<file path="src/rtl/core/rwp_pkg.sv">
package rwp_pkg;

  localparam int CFG_IDX_W = 3;
  localparam int WORD_W    = 32;

  localparam logic [CFG_IDX_W-1:0] CFG_USE_UNIFORM = 3'd0;
  localparam logic [CFG_IDX_W-1:0] CFG_UPDATE_MODE = 3'd1;
  localparam logic [CFG_IDX_W-1:0] CFG_NOISE_SEED  = 3'd2;
  localparam logic [CFG_IDX_W-1:0] CFG_EPSILON     = 3'd3;
  localparam logic [CFG_IDX_W-1:0] CFG_LR          = 3'd4;
  localparam logic [CFG_IDX_W-1:0] CFG_LOSS        = 3'd5;

  typedef enum logic [2:0] {
    FOP_ADD,
    FOP_SUB,
    FOP_MUL,
    FOP_DIV,
    FOP_CVT
  } fop_t;

  typedef enum logic [3:0] {
    SRC_W,
    SRC_T,
    SRC_S,
    SRC_N,
    SRC_R,
    SRC_EPS,
    SRC_LR,
    SRC_LOSS,
    SRC_GEN,
    SRC_HALF,
    SRC_TWO,
    SRC_SQ3,
    SRC_SQ3X2
  } src_t;

  typedef enum logic [1:0] {
    DST_NONE,
    DST_T,
    DST_S,
    DST_N
  } dst_t;

  typedef struct packed {
    logic load_item;
    logic seed;
    logic draw;
    logic fpu_start;
    fop_t fpu_op;
    src_t sel_a;
    src_t sel_b;
    dst_t dst;
    logic safe_load;
    logic load_out;
  } cmd_t;

  typedef struct packed {
    logic fpu_done;
    logic first;
    logic use_uniform;
    logic update_mode;
    logic den_zero;
    logic out_free;
  } stat_t;

endpackage

</file>
<file path="src/rtl/core/random_weight_perturbation_top.sv">
// Channel   Handshake              Payload
// input     in_valid / in_ready    weight_in, first_of_pass
// output    out_valid / out_ready  weight_out
// config    cfg_write              cfg_index, cfg_data
// One weight at a time; every fp operation runs in turn on the single shared fp unit.
// Triangular noise draws two generator values per weight, uniform noise one.
// In update mode a zero divisor skips the divider and loads a NaN or signed infinity instead.
// Reset restores register defaults and the seed-zero generator state.
// A finished result waits in the output register; the next weight is taken meanwhile.
module random_weight_perturbation_top (
  input  logic                           clk,
  input  logic                           rst,
  input  logic                           cfg_write,
  input  logic [rwp_pkg::CFG_IDX_W-1:0]  cfg_index,
  input  logic [rwp_pkg::WORD_W-1:0]     cfg_data,
  input  logic                           in_valid,
  output logic                           in_ready,
  input  logic [31:0]                    weight_in,
  input  logic                           first_of_pass,
  output logic                           out_valid,
  input  logic                           out_ready,
  output logic [31:0]                    weight_out
);

  rwp_pkg::cmd_t  cmd;
  rwp_pkg::stat_t stat;

  rwp_ctrl u_ctrl (
    .clk      (clk),
    .rst      (rst),
    .in_valid (in_valid),
    .in_ready (in_ready),
    .stat     (stat),
    .cmd      (cmd)
  );

  rwp_datapath u_dp (
    .clk           (clk),
    .rst           (rst),
    .cfg_write     (cfg_write),
    .cfg_index     (cfg_index),
    .cfg_data      (cfg_data),
    .weight_in     (weight_in),
    .first_of_pass (first_of_pass),
    .out_ready     (out_ready),
    .out_valid     (out_valid),
    .weight_out    (weight_out),
    .cmd           (cmd),
    .stat          (stat)
  );

endmodule

</file>
<file path="src/rtl/core/rwp_fpu.sv">
module rwp_fpu (
  input  logic                clk,
  input  logic                rst,
  input  logic                start,
  input  rwp_pkg::fop_t       op,
  input  logic [31:0]         a,
  input  logic [31:0]         b,
  output logic                done,
  output logic [31:0]         res
);

  localparam logic [31:0] DNAN      = 32'hffc0_0000;
  localparam logic [31:0] QBIT      = 32'h0040_0000;
  localparam int          DIV_STEPS = 48;

  typedef enum logic [2:0] {F_IDLE, F_PREP, F_DIV, F_NORM, F_RND} fstate_t;

  function automatic logic [5:0] lzc48(input logic [47:0] v);
    logic [5:0] n;
    n = '0;
    for (int i = 0; i < 48; i++) begin
      if (v[i]) n = 6'(47 - i);
    end
    return n;
  endfunction

  function automatic logic [4:0] lzc24(input logic [23:0] v);
    logic [4:0] n;
    n = '0;
    for (int i = 0; i < 24; i++) begin
      if (v[i]) n = 5'(23 - i);
    end
    return n;
  endfunction

  fstate_t            state;
  rwp_pkg::fop_t      op_r;
  logic [31:0]        a_r, b_r;
  logic               spec;
  logic [31:0]        spec_val;
  logic               sgn;
  logic signed [10:0] e;
  logic [47:0]        m;
  logic               stk;
  logic [25:0]        r;
  logic [23:0]        d;
  logic [5:0]         cnt;
  logic [47:0]        mn;
  logic signed [10:0] en;
  logic               mz;

  // operand preparation
  logic               p_spec;
  logic [31:0]        p_val;
  logic               p_sgn;
  logic signed [10:0] p_e;
  logic [47:0]        p_m;
  logic [25:0]        p_r;
  logic [23:0]        p_d;

  always_comb begin
    logic [7:0]  ea, eb, eax, ebx, big_e, small_e, dsh;
    logic [23:0] ma, mb, big_m, small_m;
    logic        a_nan, b_nan, a_inf, b_inf, a_zero, b_zero, sb, sx, a_big, eff_sub;
    logic        big_s, st;
    logic [47:0] big_f, sm_f, al;
    logic [4:0]  lza, lzb;
    ea = a_r[30:23];
    eb = b_r[30:23];
    eax = (ea == 8'd0) ? 8'd1 : ea;
    ebx = (eb == 8'd0) ? 8'd1 : eb;
    ma = {ea != 8'd0, a_r[22:0]};
    mb = {eb != 8'd0, b_r[22:0]};
    a_nan = (ea == 8'hff) && (a_r[22:0] != 23'd0);
    b_nan = (eb == 8'hff) && (b_r[22:0] != 23'd0);
    a_inf = (ea == 8'hff) && (a_r[22:0] == 23'd0);
    b_inf = (eb == 8'hff) && (b_r[22:0] == 23'd0);
    a_zero = a_r[30:0] == 31'd0;
    b_zero = b_r[30:0] == 31'd0;
    sb = b_r[31] ^ (op_r == rwp_pkg::FOP_SUB);
    sx = a_r[31] ^ b_r[31];
    a_big = {eax, ma} >= {ebx, mb};
    big_e = a_big ? eax : ebx;
    small_e = a_big ? ebx : eax;
    big_m = a_big ? ma : mb;
    small_m = a_big ? mb : ma;
    big_s = a_big ? a_r[31] : sb;
    eff_sub = a_r[31] != sb;
    dsh = big_e - small_e;
    big_f = {1'b0, big_m, 23'd0};
    sm_f = {1'b0, small_m, 23'd0};
    if (dsh >= 8'd48) begin
      al = '0;
      st = small_m != 24'd0;
    end else begin
      al = sm_f >> dsh;
      st = |(sm_f & ~({48{1'b1}} << dsh));
    end
    al[0] = al[0] | st;
    lza = lzc24(ma);
    lzb = lzc24(mb);
    p_spec = 1'b0;
    p_val = DNAN;
    p_sgn = 1'b0;
    p_e = 11'sd127;
    p_m = '0;
    p_r = {2'b00, ma << lza};
    p_d = mb << lzb;
    case (op_r)
      rwp_pkg::FOP_ADD, rwp_pkg::FOP_SUB: begin
        p_m = eff_sub ? (big_f - al) : (big_f + al);
        p_sgn = (eff_sub && (p_m == 48'd0)) ? 1'b0 : big_s;
        p_e = 11'(big_e);
        if (a_nan) begin
          p_spec = 1'b1; p_val = a_r | QBIT;
        end else if (b_nan) begin
          p_spec = 1'b1; p_val = b_r | QBIT;
        end else if (a_inf && b_inf && eff_sub) begin
          p_spec = 1'b1; p_val = DNAN;
        end else if (a_inf) begin
          p_spec = 1'b1; p_val = a_r;
        end else if (b_inf) begin
          p_spec = 1'b1; p_val = {sb, b_r[30:0]};
        end
      end
      rwp_pkg::FOP_MUL: begin
        p_sgn = sx;
        p_m = ma * mb;
        p_e = 11'(eax) + 11'(ebx) - 11'sd127;
        if (a_nan) begin
          p_spec = 1'b1; p_val = a_r | QBIT;
        end else if (b_nan) begin
          p_spec = 1'b1; p_val = b_r | QBIT;
        end else if ((a_inf && b_zero) || (b_inf && a_zero)) begin
          p_spec = 1'b1; p_val = DNAN;
        end else if (a_inf || b_inf) begin
          p_spec = 1'b1; p_val = {sx, 8'hff, 23'd0};
        end
      end
      rwp_pkg::FOP_DIV: begin
        p_sgn = sx;
        p_e = (11'(eax) - 11'(lza)) - (11'(ebx) - 11'(lzb)) + 11'sd126;
        if (a_nan) begin
          p_spec = 1'b1; p_val = a_r | QBIT;
        end else if (b_nan) begin
          p_spec = 1'b1; p_val = b_r | QBIT;
        end else if ((a_inf && b_inf) || (a_zero && b_zero)) begin
          p_spec = 1'b1; p_val = DNAN;
        end else if (a_inf || b_zero) begin
          p_spec = 1'b1; p_val = {sx, 8'hff, 23'd0};
        end else if (b_inf || a_zero) begin
          p_spec = 1'b1; p_val = {sx, 31'd0};
        end
      end
      rwp_pkg::FOP_CVT: begin
        p_m = {2'b00, a_r, 14'd0};
      end
      default: begin
        p_spec = 1'b1;
        p_val = DNAN;
      end
    endcase
  end

  // divider step
  logic        div_ge;
  logic [25:0] div_rn;
  assign div_ge = r >= {2'b00, d};
  assign div_rn = div_ge ? (r - {2'b00, d}) : r;

  // rounding
  logic [31:0] rnd_val;
  always_comb begin
    logic signed [10:0] sh;
    logic [47:0] mt;
    logic        st2, inc;
    logic [24:0] r25;
    sh = 11'sd1 - en;
    mt = mn;
    st2 = stk;
    if (en <= 11'sd0) begin
      if (sh >= 11'sd49) begin
        mt = '0;
        st2 = stk | (mn != 48'd0);
      end else begin
        mt = mn >> sh[5:0];
        st2 = stk | (|(mn & ~({48{1'b1}} << sh[5:0])));
      end
    end
    st2 = st2 | (|mt[22:0]);
    inc = mt[23] & (st2 | mt[24]);
    r25 = {1'b0, mt[47:24]} + 25'(inc);
    if (mz) begin
      rnd_val = {sgn, 31'd0};
    end else if (en <= 11'sd0) begin
      rnd_val = {sgn, 7'd0, r25[23], r25[22:0]};
    end else if (en >= 11'sd255) begin
      rnd_val = {sgn, 8'hff, 23'd0};
    end else if (r25[24]) begin
      rnd_val = (en == 11'sd254) ? {sgn, 8'hff, 23'd0} : {sgn, 8'(en + 11'sd1), 23'd0};
    end else begin
      rnd_val = {sgn, en[7:0], r25[22:0]};
    end
  end

  always_ff @(posedge clk) begin
    if (rst) begin
      state <= F_IDLE;
      done  <= 1'b0;
      cnt   <= '0;
    end else begin
      done <= 1'b0;
      case (state)
        F_IDLE: begin
          if (start) begin
            op_r  <= op;
            a_r   <= a;
            b_r   <= b;
            state <= F_PREP;
          end
        end
        F_PREP: begin
          spec     <= p_spec;
          spec_val <= p_val;
          sgn      <= p_sgn;
          e        <= p_e;
          m        <= p_m;
          stk      <= 1'b0;
          r        <= p_r;
          d        <= p_d;
          cnt      <= '0;
          state    <= (op_r == rwp_pkg::FOP_DIV && !p_spec) ? F_DIV : F_NORM;
        end
        F_DIV: begin
          m   <= {m[46:0], div_ge};
          r   <= {div_rn[24:0], 1'b0};
          cnt <= cnt + 6'd1;
          if (cnt == 6'(DIV_STEPS - 1)) begin
            stk   <= div_rn != 26'd0;
            state <= F_NORM;
          end
        end
        F_NORM: begin
          mn    <= m << lzc48(m);
          en    <= e + 11'sd1 - 11'(lzc48(m));
          mz    <= (m == 48'd0) && !stk;
          state <= F_RND;
        end
        F_RND: begin
          res   <= spec ? spec_val : rnd_val;
          done  <= 1'b1;
          state <= F_IDLE;
        end
        default: state <= F_IDLE;
      endcase
    end
  end

endmodule

</file>
<file path="src/rtl/core/rwp_datapath.sv">
module rwp_datapath (
  input  logic                              clk,
  input  logic                              rst,
  input  logic                              cfg_write,
  input  logic [rwp_pkg::CFG_IDX_W-1:0]     cfg_index,
  input  logic [rwp_pkg::WORD_W-1:0]        cfg_data,
  input  logic [31:0]                       weight_in,
  input  logic                              first_of_pass,
  input  logic                              out_ready,
  output logic                              out_valid,
  output logic [31:0]                       weight_out,
  input  rwp_pkg::cmd_t                     cmd,
  output rwp_pkg::stat_t                    stat
);

  localparam logic [31:0] SEED_MUL = 32'd1664525;
  localparam logic [31:0] SEED_ADD = 32'd1013904223;
  localparam logic [31:0] F_HALF   = 32'h3f00_0000;
  localparam logic [31:0] F_TWO    = 32'h4000_0000;
  localparam logic [31:0] F_SQ3    = 32'h3fdd_b3d7;
  localparam logic [31:0] F_SQ3X2  = 32'h405d_b3d7;
  localparam logic [31:0] F_QNAN   = 32'h7fc0_0000;
  localparam logic [31:0] EPS_RST  = 32'h3f80_0000;

  logic        use_uniform, update_mode;
  logic [31:0] noise_seed, epsilon, lr, loss;
  logic [31:0] gen, w, t, s, n;
  logic        first;
  logic        fpu_done;
  logic [31:0] fpu_res, opa, opb, gen_next, seed_val;

  function automatic logic [31:0] pick(input rwp_pkg::src_t sel, input logic [31:0] w_v,
      input logic [31:0] t_v, input logic [31:0] s_v, input logic [31:0] n_v,
      input logic [31:0] r_v, input logic [31:0] eps_v, input logic [31:0] lr_v,
      input logic [31:0] loss_v, input logic [31:0] gen_v);
    logic [31:0] v;
    case (sel)
      rwp_pkg::SRC_W:     v = w_v;
      rwp_pkg::SRC_T:     v = t_v;
      rwp_pkg::SRC_S:     v = s_v;
      rwp_pkg::SRC_N:     v = n_v;
      rwp_pkg::SRC_R:     v = r_v;
      rwp_pkg::SRC_EPS:   v = eps_v;
      rwp_pkg::SRC_LR:    v = lr_v;
      rwp_pkg::SRC_LOSS:  v = loss_v;
      rwp_pkg::SRC_GEN:   v = gen_v;
      rwp_pkg::SRC_HALF:  v = F_HALF;
      rwp_pkg::SRC_TWO:   v = F_TWO;
      rwp_pkg::SRC_SQ3:   v = F_SQ3;
      rwp_pkg::SRC_SQ3X2: v = F_SQ3X2;
      default:            v = '0;
    endcase
    return v;
  endfunction

  assign opa = pick(cmd.sel_a, w, t, s, n, fpu_res, epsilon, lr, loss, gen);
  assign opb = pick(cmd.sel_b, w, t, s, n, fpu_res, epsilon, lr, loss, gen);

  always_comb begin
    logic [31:0] x1, x2;
    x1 = gen ^ (gen << 13);
    x2 = x1 ^ (x1 >> 17);
    gen_next = x2 ^ (x2 << 5);
  end

  assign seed_val = noise_seed * SEED_MUL + SEED_ADD;

  rwp_fpu u_fpu (
    .clk   (clk),
    .rst   (rst),
    .start (cmd.fpu_start),
    .op    (cmd.fpu_op),
    .a     (opa),
    .b     (opb),
    .done  (fpu_done),
    .res   (fpu_res)
  );

  assign stat.fpu_done    = fpu_done;
  assign stat.first       = first;
  assign stat.use_uniform = use_uniform;
  assign stat.update_mode = update_mode;
  assign stat.den_zero    = t[30:0] == 31'd0;
  assign stat.out_free    = !out_valid || out_ready;

  always_ff @(posedge clk) begin
    if (rst) begin
      use_uniform <= 1'b0;
      update_mode <= 1'b0;
      noise_seed  <= '0;
      epsilon     <= EPS_RST;
      lr          <= '0;
      loss        <= '0;
      gen         <= SEED_ADD;
      out_valid   <= 1'b0;
    end else begin
      if (cfg_write) begin
        case (cfg_index)
          rwp_pkg::CFG_USE_UNIFORM: use_uniform <= cfg_data[0];
          rwp_pkg::CFG_UPDATE_MODE: update_mode <= cfg_data[0];
          rwp_pkg::CFG_NOISE_SEED:  noise_seed  <= cfg_data;
          rwp_pkg::CFG_EPSILON:     epsilon     <= cfg_data;
          rwp_pkg::CFG_LR:          lr          <= cfg_data;
          rwp_pkg::CFG_LOSS:        loss        <= cfg_data;
          default: ;
        endcase
      end
      if (cmd.seed) gen <= seed_val;
      else if (cmd.draw) gen <= gen_next;
      if (cmd.load_out) out_valid <= 1'b1;
      else if (out_ready) out_valid <= 1'b0;
    end
  end

  always_ff @(posedge clk) begin
    if (cmd.load_item) begin
      w     <= weight_in;
      first <= first_of_pass;
    end
    if (fpu_done) begin
      case (cmd.dst)
        rwp_pkg::DST_T: t <= fpu_res;
        rwp_pkg::DST_S: s <= fpu_res;
        rwp_pkg::DST_N: n <= fpu_res;
        default: ;
      endcase
    end
    if (cmd.safe_load) begin
      if ((n[30:23] == 8'hff && n[22:0] != 23'd0) || n[30:0] == 31'd0) t <= F_QNAN;
      else t <= {n[31] ^ t[31], 8'hff, 23'd0};
    end
    if (cmd.load_out) weight_out <= fpu_res;
  end

endmodule

</file>
<file path="src/rtl/core/rwp_ctrl.sv">
module rwp_ctrl (
  input  logic            clk,
  input  logic            rst,
  input  logic            in_valid,
  output logic            in_ready,
  input  rwp_pkg::stat_t  stat,
  output rwp_pkg::cmd_t   cmd
);

  typedef enum logic [4:0] {
    S_IDLE, S_SEED, S_DRAW1, S_CVT1, S_DRAW2, S_CVT2, S_SAMP,
    S_PSC, S_PSC2, S_PMUL, S_PADD,
    S_UNUM, S_UDEN, S_UDIV, S_UC1, S_UC2, S_USUB, S_OUT
  } state_t;

  state_t state, fpu_next;
  logic   issued;

  assign in_ready = state == S_IDLE;

  always_comb begin
    cmd = '0;
    fpu_next = S_OUT;
    cmd.load_item = in_valid && (state == S_IDLE);
    case (state)
      S_SEED:  cmd.seed = stat.first;
      S_DRAW1: cmd.draw = 1'b1;
      S_DRAW2: cmd.draw = 1'b1;
      S_CVT1: begin
        cmd.fpu_op = rwp_pkg::FOP_CVT; cmd.sel_a = rwp_pkg::SRC_GEN;
        cmd.dst = rwp_pkg::DST_T;
        fpu_next = stat.use_uniform ? S_SAMP : S_DRAW2;
      end
      S_CVT2: begin
        cmd.fpu_op = rwp_pkg::FOP_CVT; cmd.sel_a = rwp_pkg::SRC_GEN;
        fpu_next = S_SAMP;
      end
      S_SAMP: begin
        cmd.fpu_op = rwp_pkg::FOP_SUB; cmd.sel_a = rwp_pkg::SRC_T;
        cmd.sel_b = stat.use_uniform ? rwp_pkg::SRC_HALF : rwp_pkg::SRC_R;
        cmd.dst = rwp_pkg::DST_S;
        fpu_next = stat.update_mode ? S_UNUM : S_PSC;
      end
      S_PSC: begin
        cmd.fpu_op = rwp_pkg::FOP_MUL; cmd.sel_a = rwp_pkg::SRC_EPS;
        cmd.sel_b = rwp_pkg::SRC_SQ3; cmd.dst = rwp_pkg::DST_T;
        fpu_next = stat.use_uniform ? S_PSC2 : S_PMUL;
      end
      S_PSC2: begin
        cmd.fpu_op = rwp_pkg::FOP_MUL; cmd.sel_a = rwp_pkg::SRC_T;
        cmd.sel_b = rwp_pkg::SRC_TWO; cmd.dst = rwp_pkg::DST_T;
        fpu_next = S_PMUL;
      end
      S_PMUL: begin
        cmd.fpu_op = rwp_pkg::FOP_MUL; cmd.sel_a = rwp_pkg::SRC_S;
        cmd.sel_b = rwp_pkg::SRC_T; cmd.dst = rwp_pkg::DST_T;
        fpu_next = S_PADD;
      end
      S_PADD: begin
        cmd.fpu_op = rwp_pkg::FOP_ADD; cmd.sel_a = rwp_pkg::SRC_W;
        cmd.sel_b = rwp_pkg::SRC_T;
        fpu_next = S_OUT;
      end
      S_UNUM: begin
        cmd.fpu_op = rwp_pkg::FOP_MUL; cmd.sel_a = rwp_pkg::SRC_LR;
        cmd.sel_b = rwp_pkg::SRC_LOSS; cmd.dst = rwp_pkg::DST_N;
        fpu_next = S_UDEN;
      end
      S_UDEN: begin
        cmd.fpu_op = rwp_pkg::FOP_MUL; cmd.sel_a = rwp_pkg::SRC_TWO;
        cmd.sel_b = rwp_pkg::SRC_EPS; cmd.dst = rwp_pkg::DST_T;
        fpu_next = S_UDIV;
      end
      S_UDIV: begin
        cmd.fpu_op = rwp_pkg::FOP_DIV; cmd.sel_a = rwp_pkg::SRC_N;
        cmd.sel_b = rwp_pkg::SRC_T; cmd.dst = rwp_pkg::DST_T;
        cmd.safe_load = !issued && stat.den_zero;
        fpu_next = S_UC1;
      end
      S_UC1: begin
        cmd.fpu_op = rwp_pkg::FOP_MUL; cmd.sel_a = rwp_pkg::SRC_T;
        cmd.sel_b = rwp_pkg::SRC_S; cmd.dst = rwp_pkg::DST_T;
        fpu_next = S_UC2;
      end
      S_UC2: begin
        cmd.fpu_op = rwp_pkg::FOP_MUL; cmd.sel_a = rwp_pkg::SRC_T;
        cmd.sel_b = stat.use_uniform ? rwp_pkg::SRC_SQ3X2 : rwp_pkg::SRC_SQ3;
        cmd.dst = rwp_pkg::DST_T;
        fpu_next = S_USUB;
      end
      S_USUB: begin
        cmd.fpu_op = rwp_pkg::FOP_SUB; cmd.sel_a = rwp_pkg::SRC_W;
        cmd.sel_b = rwp_pkg::SRC_T;
        fpu_next = S_OUT;
      end
      S_OUT: cmd.load_out = stat.out_free;
      default: ;
    endcase
    if (state == S_CVT1 || state == S_CVT2 || state == S_SAMP || state == S_PSC ||
        state == S_PSC2 || state == S_PMUL || state == S_PADD || state == S_UNUM ||
        state == S_UDEN || state == S_UC1 || state == S_UC2 || state == S_USUB ||
        (state == S_UDIV && !stat.den_zero)) begin
      cmd.fpu_start = !issued;
    end
  end

  always_ff @(posedge clk) begin
    if (rst) begin
      state  <= S_IDLE;
      issued <= 1'b0;
    end else begin
      case (state)
        S_IDLE:  if (in_valid) state <= S_SEED;
        S_SEED:  state <= S_DRAW1;
        S_DRAW1: state <= S_CVT1;
        S_DRAW2: state <= S_CVT2;
        S_OUT:   if (stat.out_free) state <= S_IDLE;
        default: begin
          if (cmd.safe_load) begin
            state <= fpu_next;
          end else if (!issued) begin
            issued <= 1'b1;
          end else if (stat.fpu_done) begin
            issued <= 1'b0;
            state  <= fpu_next;
          end
        end
      endcase
    end
  end

endmodule

</file>
<file path="config.mk">
export PLATFORM = sky130hd
export DESIGN_NAME = random_weight_perturbation_top
export DESIGN_NICKNAME = d
export VERILOG_FILES = /design/src/rtl/core/rwp_pkg.sv /design/src/rtl/core/random_weight_perturbation_top.sv /design/src/rtl/core/rwp_fpu.sv /design/src/rtl/core/rwp_datapath.sv /design/src/rtl/core/rwp_ctrl.sv
export SDC_FILE = /design/constraint.sdc
export NUM_CORES = 2
export LEC_CHECK = 0
export BUFFER_PORTS_ARGS = -buffer_cell sky130_fd_sc_hd__buf_2
export CAP_MARGIN = 25
export CORE_UTILIZATION = 65
export CTS_CLUSTER_SIZE = 30
export DETAILED_ROUTE_END_ITERATION = 7
export PLACE_DENSITY = 0.86
export SKIP_LAST_GASP = 1
export SYNTH_ARGS = -nofsm -noshare
export SYNTH_HDL_FRONTEND = slang
export SYNTH_HIERARCHICAL = 1
export SYNTH_SLANG_ARGS = --single-unit
</file>
<file path="constraint.sdc">
create_clock -name clk -period 21.9 [get_ports clk]
set_input_delay 3.285 -clock clk [delete_from_list [all_inputs] [get_ports clk]]
set_output_delay 3.285 -clock clk [all_outputs]
set_load 0.05 [all_outputs]
</file>
==> run metrics <==
crit path DAT 13.63 ns; share of post-route cells with drive strength above 1 0.0729; via total after detailed routing between 70000 and 80000; flops & latches, synth 643; CTS clk-pin slew, worst paths about 0.07 ns; # port buffers about 110; slew at the pin with the worst max-slew slack 1.27 ns; CTS H-tree lvls 3; DRT Pass-1 Iters 8; reg2reg path depth between 40 and 50; Die Width 342 um; Clock Path Buffers 3; # setup viols final 0; Mapped Area 75200 um^2; Yosys cell types 122; vias in the first global route 68846; Final Max Slew Viols 0; Total Die Area 117000 um^2; failing checks DRC; clk_lat worst skew 0.68 ns; Worst Path Required between 20 and 25 ns; CP Depth 43; total gr overflow 0; CTS Buf Count a little under 70; clock skew 0.0560 ns; Final Cell Area around 80000 um^2; initial core utilization 0.657; most common cell after layout, fill and taps aside nand2_1; Worst path slowest cell nor2_1; peak fanout along the critical path 71; hold_buf cts 0; max-cap viol count 0; Fillers roughly 9000; asr flop ratio synth 0; Slew Limit Headroom 0.150; Worst Path Buf+Inv 7; number of synthesized flops with an enable pin ~460; RSZ-0062 raised after global routing false; GR Util met1 0.634; M2 GR Usage 0.728; Root Buffer clkbuf_16; gp weighted congestion between 1 and 1.5; DRC approximately 110; min Tclk post-route between 10 and 15 ns; setup TNS 0 ns; Yosys top cell area share 0.185; dpl cell area around 77000 um^2; post-route ant nets 0; synth top area cells edfxtp_1 19%, fa_1 17%, ha_1 8.8%, nand2_1 6.1%, inv_1 5.0%; post-CTS resize count 0; DP HPWL between 200 and 250 mm; outcome finished with violations; most frequent cells in the layout 1224 x nand2_1, 1010 x inv_1, 624 x fa_1; Avg WL per Cell around 30 um; ys flop type edfxtp_1; sequential area share after synthesis 0.233; multi-input logic area 51700 um^2; routed vias/inst 7.07; Yosys warning count 6; GRT busiest layer met2; CP peak stage delay 0.90 ns; Core Box Area between 100000 and 150000 um^2; final core utilization 0.693; fmax 75.5 MHz; CP delay by family, top compound AO/OA/AOI/OAI gates; syn avg cell area 8.56 um^2; antenna violations before repair 39; Area growth syn-to-layout 5.52%; Worst setup EP type flop; largest net degree at the start of global routing 80; layout net count 9769; Ports between 100 and 150; final hold vios 0; M3 GR Usage 0.218; clk sinks between 600 and 700; gr usage total 0.512; first-pass GRT wire length 443 mm; overall die height 342 um; Reg area 17500 um^2; setup bufs post-CTS 0; CP startpoint kind flop; WL final approximately 300 mm; cell accounting for the most synthesized area edfxtp_1; Synth Instances between 8000 and 9000; Rows about 120; min-delay worst type flop to flop; Setup CP Type flop to flop; fin crit share 0.604; First DRT Iteration DRCs 11867; CTS tree yes; WHS Path Cells 2
flip-flops by register name (all words and copies together), names as in the netlist, 6 cells and up:
signal               count
u_dp/u_fpu/mn           48
u_dp/u_fpu/res          32
u_dp/weight_out         32
u_dp/n                  32
u_dp/epsilon            32
u_dp/lr                 32
u_dp/s                  32
u_dp/u_fpu/m            48
u_dp/u_fpu/r            26
u_dp/u_fpu/cnt           6
u_dp/u_fpu/en           11
u_dp/u_fpu/e            11
u_dp/t                  32
u_dp/gen                32
u_dp/noise_seed         32
u_dp/u_fpu/spec_val     32
u_dp/u_fpu/d            24
u_dp/w                  32
u_dp/u_fpu/b_r          32
u_dp/u_fpu/a_r          32
u_dp/loss               32
worst min-delay path, stage by stage (launching register included):
cell and delay (ns):
dfxtp_1 0.32, nand2_1 0.06, a21oi_1 0.05
area by class of cell:
class                   count  area share
well taps                1512      0.0238
inverters                1026      0.0485
diodes                     19    0.000599
clock buffers              91      0.0240
repair buffers            296      0.0258
clock inverters            32     0.00457
flip-flops and latches    643       0.221
multi-input cells        6508       0.652
layer usage:
metal,vias to the layer above,share of wire
met5,-,0.0021
met3,1588,0.16
met1,34194,0.34
met4,40,0.083
li1,29838,-
met2,5900,0.41
Yosys cell counts, drive strengths merged, types with 100 or more instances:
cell / n
mux2i: 296
a22oi: 142
nand2: 1229
and2: 166
clkbuf: 493
xor2: 100
dfxtp: 179
o21ai: 375
fa: 624
nor3: 137
a21oi: 582
edfxtp: 464
nand3: 146
ha: 529
nor2: 601
inv: 1013
buf: 114
xnor2: 191
metrics by stage:
| stage | instances | hold WS (ns) | setup WS (ns) |
|---|---|---|---|
| 2_1_floorplan | 8784 | 0.440 | 10.85 |
| 3_3_place_gp | 9967 | 0.458 | 9.50 |
| 3_5_place_dp | 9978 | 0.463 | 9.47 |
| 4_1_cts | 10101 | 0.471 | 9.40 |
| 5_1_grt | 10117 | 0.489 | 8.34 |
| 6_report | 10127 | 0.471 | 8.66 |
path summary, 6_finish.rpt:
kind                                    startpoint        endpoint  slack [ns]
worst max-delay path            u_dp/u_fpu/a_r[24]  u_dp/u_fpu/sgn        8.66
worst min-delay path                    u_dp/lr[5]      u_dp/lr[5]        0.47
worst max register to register  u_dp/u_fpu/a_r[24]  u_dp/u_fpu/sgn        8.66
worst min register to register          u_dp/lr[5]      u_dp/lr[5]        0.47
cell families (layout without fill, tap and decap cells):
family | Yosys count | in the layout | synth area share
fa+ha+maj | 1153 | 1153 | 0.254
flops | 643 | 643 | 0.233
mux | 378 | 378 | 0.0578
other cells | 1 | 21 | 0.0000499
simple gates | 2728 | 2728 | 0.165
xor+xnor | 291 | 291 | 0.0339
buf+inv | 1633 | 1445 | 0.0830
compound gates | 1956 | 1956 | 0.173
Power is left out: the tool's default activity adds up to more than one toggle a clock period on the data nets, which glitch-free logic cannot reach.
